===== src/rtl/bbal_pkg.sv =====
// Shared types, constants and helpers for the bitmap block allocator.
package bbal_pkg;

  // Field widths fixed by the block's interface
  localparam int ADDR_W      = 48;
  localparam int MAP_BYTES_W = 10;
  localparam int CFG_INDEX_W = 1;

  localparam logic [7:0]             FULL_BYTE       = 8'hFF;
  localparam logic [MAP_BYTES_W-1:0] MAP_BYTES_RESET = 10'd512;

  // Configuration register indexes
  localparam logic [CFG_INDEX_W-1:0] REG_REGION_BASE = 1'b0;
  localparam logic [CFG_INDEX_W-1:0] REG_MAP_BYTES   = 1'b1;

  typedef enum logic [1:0] {
    STATUS_DONE  = 2'd0,
    STATUS_FULL  = 2'd1,
    STATUS_RANGE = 2'd2
  } status_t;

  typedef struct packed {
    logic              mode;
    logic [ADDR_W-1:0] release_address;
  } req_t;

  typedef struct packed {
    logic [ADDR_W-1:0] block_address;
    status_t           status;
  } rsp_t;

  // Controller to datapath commands
  typedef struct packed {
    logic accept;
    logic clr_write;
    logic div_init;
    logic div_step;
    logic sel_free;
    logic free_wr;
    logic scan_issue;
    logic scan_step;
    logic alloc_hit;
    logic alloc_mul;
    logic finish_alloc;
    logic finish_full;
    logic finish_range;
    logic finish_free;
  } dp_cmd_t;

  // Datapath to controller status
  typedef struct packed {
    logic clr_last;
    logic out_of_range;
    logic div_last;
    logic scan_hit;
    logic scan_last;
  } dp_stat_t;

  // Index of the lowest clear bit of a map byte
  function automatic logic [2:0] lowest_free(input logic [7:0] map_byte);
    logic [2:0] idx;
    idx = 3'd0;
    for (int b = 7; b >= 0; b--) begin
      if (!map_byte[b]) idx = 3'(b);
    end
    return idx;
  endfunction

endpackage


===== src/rtl/bbal_ctrl.sv =====
// Allocator controller: clearing pass, allocate scan and free sequencing.
module bbal_ctrl
  import bbal_pkg::*;
(
  input  logic     clk,
  input  logic     rst,
  input  logic     start,
  input  logic     mode,
  input  dp_stat_t stat,
  output logic     busy,
  output dp_cmd_t  cmd
);

  typedef enum logic [9:0] {
    S_CLEAR   = 10'b00_0000_0001,
    S_IDLE    = 10'b00_0000_0010,
    S_CHECK   = 10'b00_0000_0100,
    S_DIV     = 10'b00_0000_1000,
    S_FREE_RD = 10'b00_0001_0000,
    S_FREE_WR = 10'b00_0010_0000,
    S_ISSUE   = 10'b00_0100_0000,
    S_SCAN    = 10'b00_1000_0000,
    S_MUL     = 10'b01_0000_0000,
    S_ADD     = 10'b10_0000_0000
  } state_t;

  state_t state;
  state_t state_next;

  always_ff @(posedge clk) begin
    if (rst) begin
      state <= S_CLEAR;
    end else begin
      state <= state_next;
    end
  end

  assign busy = (state != S_IDLE);

  // Next state and datapath commands
  always_comb begin
    state_next = state;
    cmd        = '0;
    case (state)
      S_CLEAR: begin
        cmd.clr_write = 1'b1;
        if (stat.clr_last) state_next = S_IDLE;
      end
      S_IDLE: begin
        if (start) begin
          cmd.accept = 1'b1;
          state_next = mode ? S_CHECK : S_ISSUE;
        end
      end
      S_CHECK: begin
        if (stat.out_of_range) begin
          cmd.finish_range = 1'b1;
          state_next       = S_IDLE;
        end else begin
          cmd.div_init = 1'b1;
          state_next   = S_DIV;
        end
      end
      S_DIV: begin
        cmd.div_step = 1'b1;
        if (stat.div_last) state_next = S_FREE_RD;
      end
      S_FREE_RD: begin
        cmd.sel_free = 1'b1;
        state_next   = S_FREE_WR;
      end
      S_FREE_WR: begin
        cmd.free_wr     = 1'b1;
        cmd.finish_free = 1'b1;
        state_next      = S_IDLE;
      end
      S_ISSUE: begin
        cmd.scan_issue = 1'b1;
        state_next     = S_SCAN;
      end
      S_SCAN: begin
        if (stat.scan_hit) begin
          cmd.alloc_hit = 1'b1;
          state_next    = S_MUL;
        end else if (stat.scan_last) begin
          cmd.finish_full = 1'b1;
          state_next      = S_IDLE;
        end else begin
          cmd.scan_step = 1'b1;
        end
      end
      S_MUL: begin
        cmd.alloc_mul = 1'b1;
        state_next    = S_ADD;
      end
      S_ADD: begin
        cmd.finish_alloc = 1'b1;
        state_next       = S_IDLE;
      end
      default: state_next = S_IDLE;
    endcase
  end

endmodule


===== config.mk =====
export PLATFORM = sky130hd
export DESIGN_NAME = bbal_ctrl
export DESIGN_NICKNAME = d
export VERILOG_FILES = /design/src/rtl/bbal_pkg.sv /design/src/rtl/bbal_ctrl.sv
export SDC_FILE = /design/constraint.sdc
export NUM_CORES = 1
export LEC_CHECK = 0
export BUFFER_PORTS_ARGS = -buffer_cell sky130_fd_sc_hd__buf_2
export CAP_MARGIN = 20
export CORE_ASPECT_RATIO = 1.1
export CORE_UTILIZATION = 46
export DETAILED_ROUTE_END_ITERATION = 8
export GPL_ROUTABILITY_DRIVEN = 0
export PLACE_DENSITY = 0.74
export SETUP_SLACK_MARGIN = 0.2
export SLEW_MARGIN = 20
export SYNTH_ARGS = -nofsm -noshare
export SYNTH_HDL_FRONTEND = slang
export SYNTH_SLANG_ARGS = --single-unit

===== constraint.sdc =====
create_clock -name clk -period 2 [get_ports clk]
set_input_delay 0 -clock clk [delete_from_list [all_inputs] [get_ports clk]]
set_output_delay 0 -clock clk [all_outputs]
set_load 0.05 [all_outputs]

==> parameters.txt <==
Parameter                              Value

Power
  Peak VDD IR    0.0004094 V
  Sequential share of power    0.367
  Static Leakage    0.5063 nW
  Clock Power Share    0.331
  Int Pwr    0.3908 mW
  Sw Share    0.3125
  Net switching power    0.1777 mW
  Part of the total power dissipated in combinational logic    0.302
  Total power per unit cell area    499.3 mW/mm^2

Clocking
  Total clock sinks    10
  CTS tree    done
  Clock latency of the later-clocked register in the worst-skew pair    0.27 ns
  Clock Path Buffers    2
  Root Driver    sky130_fd_sc_hd__clkbuf_4
  Clock slew at the register clock pins of the worst setup and hold paths    0.08 ns
  Count of H-tree levels built during CTS    1
  TritonCTS buffer count    3

Timing
  Final worst-path setup slack    0.06886 ns
  Final critical-path share of the clock period    0.9656
  Final setup skew    0.006381 ns
  Highest attainable clock frequency    517.8 MHz
  Worst slack on hold paths    0.04793 ns
  Actual transition at the worst max-transition pin    0.3545 ns
  Final hold violations    0
  Normalized max-slew margin    0.7636
  Max-slew violations    0
  Number of setup violations in the final report    0
  Period minus WS final    1.931 ns
  Setup repair after global routing missed its margin    yes

Worst setup path
  CP endpoint kind    primary output
  Data arrival, critical path    1.93 ns
  Critical path start-end classification    register to primary output
  Maximum fanout encountered on the critical timing path    3
  R2r setup slk    0.13 ns
  Launch point of the critical path    state[0]$_SDFFE_PP1P_
  Worst endpoint required time    2.00 ns
  Startpoint of the lowest-slack register-to-register path    state[7]$_SDFFE_PP0P_
  Startpoint kind of the worst setup timing path    register
  R2R Path End    state[1]$_SDFFE_PP0P_
  Cells on worst reg2reg path    5

Cells and area
  Filler cells    89
  Final cell utilization of the core    0.8228
  Layout Cells excl Fill    139
  # nets final    133
  Fin area    0.001139 mm^2
  Largest register by flop count    state
  Flip-flop count of the largest register after layout    10
  Share of layout cells above drive strength 1    0.5610
  Number of inserted diodes    0
  Layout area overhead    65.76%
  Largest regs    state: 10 flops

Placed design
  Number of placed instances with taps included    122
  Post-Place Cell Area    882.1 um^2
  Detailed Place HPWL    1327 um
  Total of buffers placed on input and output ports    23
  Pre-CTS worst setup slack    0.1441 ns

Yosys
  Area of the mapped netlist    686.9 um^2
  Share of the synthesized area in the top cell type    0.2914
  Synth warnings    0
  Number of distinct library cells after synthesis    35
  Main flop type after synthesis    sky130_fd_sc_hd__dfxtp_1
  Number of nets produced by synthesis    89
  Leading post-synthesis cells by instance count    sky130_fd_sc_hd__dfxtp_1, sky130_fd_sc_hd__nor2_1, sky130_fd_sc_hd__nor3_1
  Count of flip-flops with a built-in enable after synthesis    0
  Synth Register Bits    10
  Gate Count Post-Synth    80
  Most area-hungry cell type in the Yosys netlist    sky130_fd_sc_hd__dfxtp_1
  Leading post-synthesis cells by cell area    sky130_fd_sc_hd__dfxtp_1, sky130_fd_sc_hd__nor3b_1, sky130_fd_sc_hd__nor4_4
  Mapped Avg Cell Area    8.586 um^2
  Fraction of registers with async set or reset after synthesis    0
  Fraction of the yosys area taken by sequential cells    0.2914

Global route
  Number of antenna violations at the first check in global routing    0
  Total GRT Usage    0.2448
  Global Route met2 Usage    0.4033
  Remaining global-route overflow    0
  Number of global-route vias before repair    673
  Most Used Layer, Global Route    met2
  Met1 Use GR    0.3077
  Met3 Usage GRT    0.06383
  Maximum number of pins on one net before global-route repair    9
  Global-route wire length before repair    2842 um

Detailed routing
  Number of antenna-violating nets in the routed design    0
  Total number of vias    780
  Detailed Route WL    1912 um
  Routed vias/inst    5.612
  Average wire length per cell after detail routing    13.76 um
  Post-detailed-route DRC marker count    0
  1st-pass router iterations    4
  DR iter-0 viols    17

Floorplan
  Die footprint    0.001652 mm^2
  Horiz. Die Dim    38.85 um
  Placement Rows    14
  IO Count    24
  Core Region    0.001384 mm^2
  Effective utilization at floorplan    0.4964
  Die Y-Extent    42.53 um

Run
  Max-cap viol count    0

Min path
  Cells on Worst Hold Path    3
  Hold Crit Endpoint    state[3]$_SDFFE_PP0P_
  Min-delay src    stat[2]
  Hold/Removal Path Class    input pin to register

Status
  Run status    completed
[critical path, cell delays in order (launching register included)]
cell,delay [ns]
sky130_fd_sc_hd__dfxtp_2,0.33
sky130_fd_sc_hd__or4_4,0.55
sky130_fd_sc_hd__nor3_4,0.21
sky130_fd_sc_hd__nand2_2,0.14
sky130_fd_sc_hd__nor3b_4,0.25
sky130_fd_sc_hd__buf_6,0.19
[kinds of logic after synthesis]
logic type,count (synthesis),share of synthesized area
flip-flops,10,0.2914
XOR/XNOR,2,0.02551
AO/OA/AOI/OAI,13,0.1475
buffers and inverters,8,0.06011
AND/OR/NAND/NOR,47,0.4754
[cell usage in the layout, fill, tap and decap left out, types with 3 or more instances in the layout]
cell,n
sky130_fd_sc_hd__dfxtp_1,6
sky130_fd_sc_hd__dfxtp_2,3
sky130_fd_sc_hd__nand2_1,3
sky130_fd_sc_hd__buf_2,11
sky130_fd_sc_hd__dlygate4sd3_1,3
sky130_fd_sc_hd__clkbuf_4,4
sky130_fd_sc_hd__buf_4,19
sky130_fd_sc_hd__buf_6,7
sky130_fd_sc_hd__nand2b_1,3
sky130_fd_sc_hd__nor3_2,4
sky130_fd_sc_hd__nor2_1,8
sky130_fd_sc_hd__inv_1,5
sky130_fd_sc_hd__nor3b_1,3
[what timing repair did]
item                                   4_1_cts  5_1_grt
endpoints found under the hold margin        3        0
pin swaps                                    6        4
setup endpoints to repair                   16       19
resized for setup                           20       18
setup buffers                                5        5
hold buffers                                 3        0
[how the worst max path moves through the flow]
stage / to / slack (ns) / cells after the start
2_1_floorplan: state[2]$_SDFFE_PP0P_ / -0.29 / 6
3_3_place_gp: state[1]$_SDFFE_PP0P_ / 0.18 / 5
3_5_place_dp: state[1]$_SDFFE_PP0P_ / 0.14 / 5
4_1_cts: cmd[8] / 0.09 / 5
5_1_grt: cmd[0] / 0.02 / 5
6_report: cmd[0] / 0.07 / 5
[through the flow]
stage	total power, mW	setup TNS (ns)
3_5_place_dp	0.3474	0
2_1_floorplan	0.3134	-2.203
3_3_place_gp	0.3447	0
6_report	0.5685	0
4_1_cts	0.5491	0
5_1_grt	0.5947	0
[layer usage]
| layer | up-vias | part of all wire |
|---|---|---|
| met5 | - | 0 |
| met4 | 0 | 0.0089 |
| met3 | 4 | 0.043 |
| met2 | 24 | 0.52 |
| met1 | 373 | 0.43 |
| li1 | 379 | - |
[layout make-up]
class	count	area (um^2)	share of cell area
multi-input cells	62	526.8	0.4626
flip-flops and latches	10	207.7	0.1824
well taps	16	20.02	0.01758
repair buffers	42	329.1	0.2890
inverters	5	18.77	0.01648
clock buffers	4	36.28	0.03187
[power by group through the flow]
stage / Sequential (mW) / Combinational, mW / Clock (mW)
after floorplan: 0.214 / 0.0995 / 0
after global placement: 0.215 / 0.130 / 0
after detailed placement: 0.215 / 0.132 / 0
after CTS: 0.210 / 0.152 / 0.188
after global routing: 0.209 / 0.183 / 0.203
final: 0.209 / 0.172 / 0.188
No activity file was read; power rests on OpenSTA's default activity.
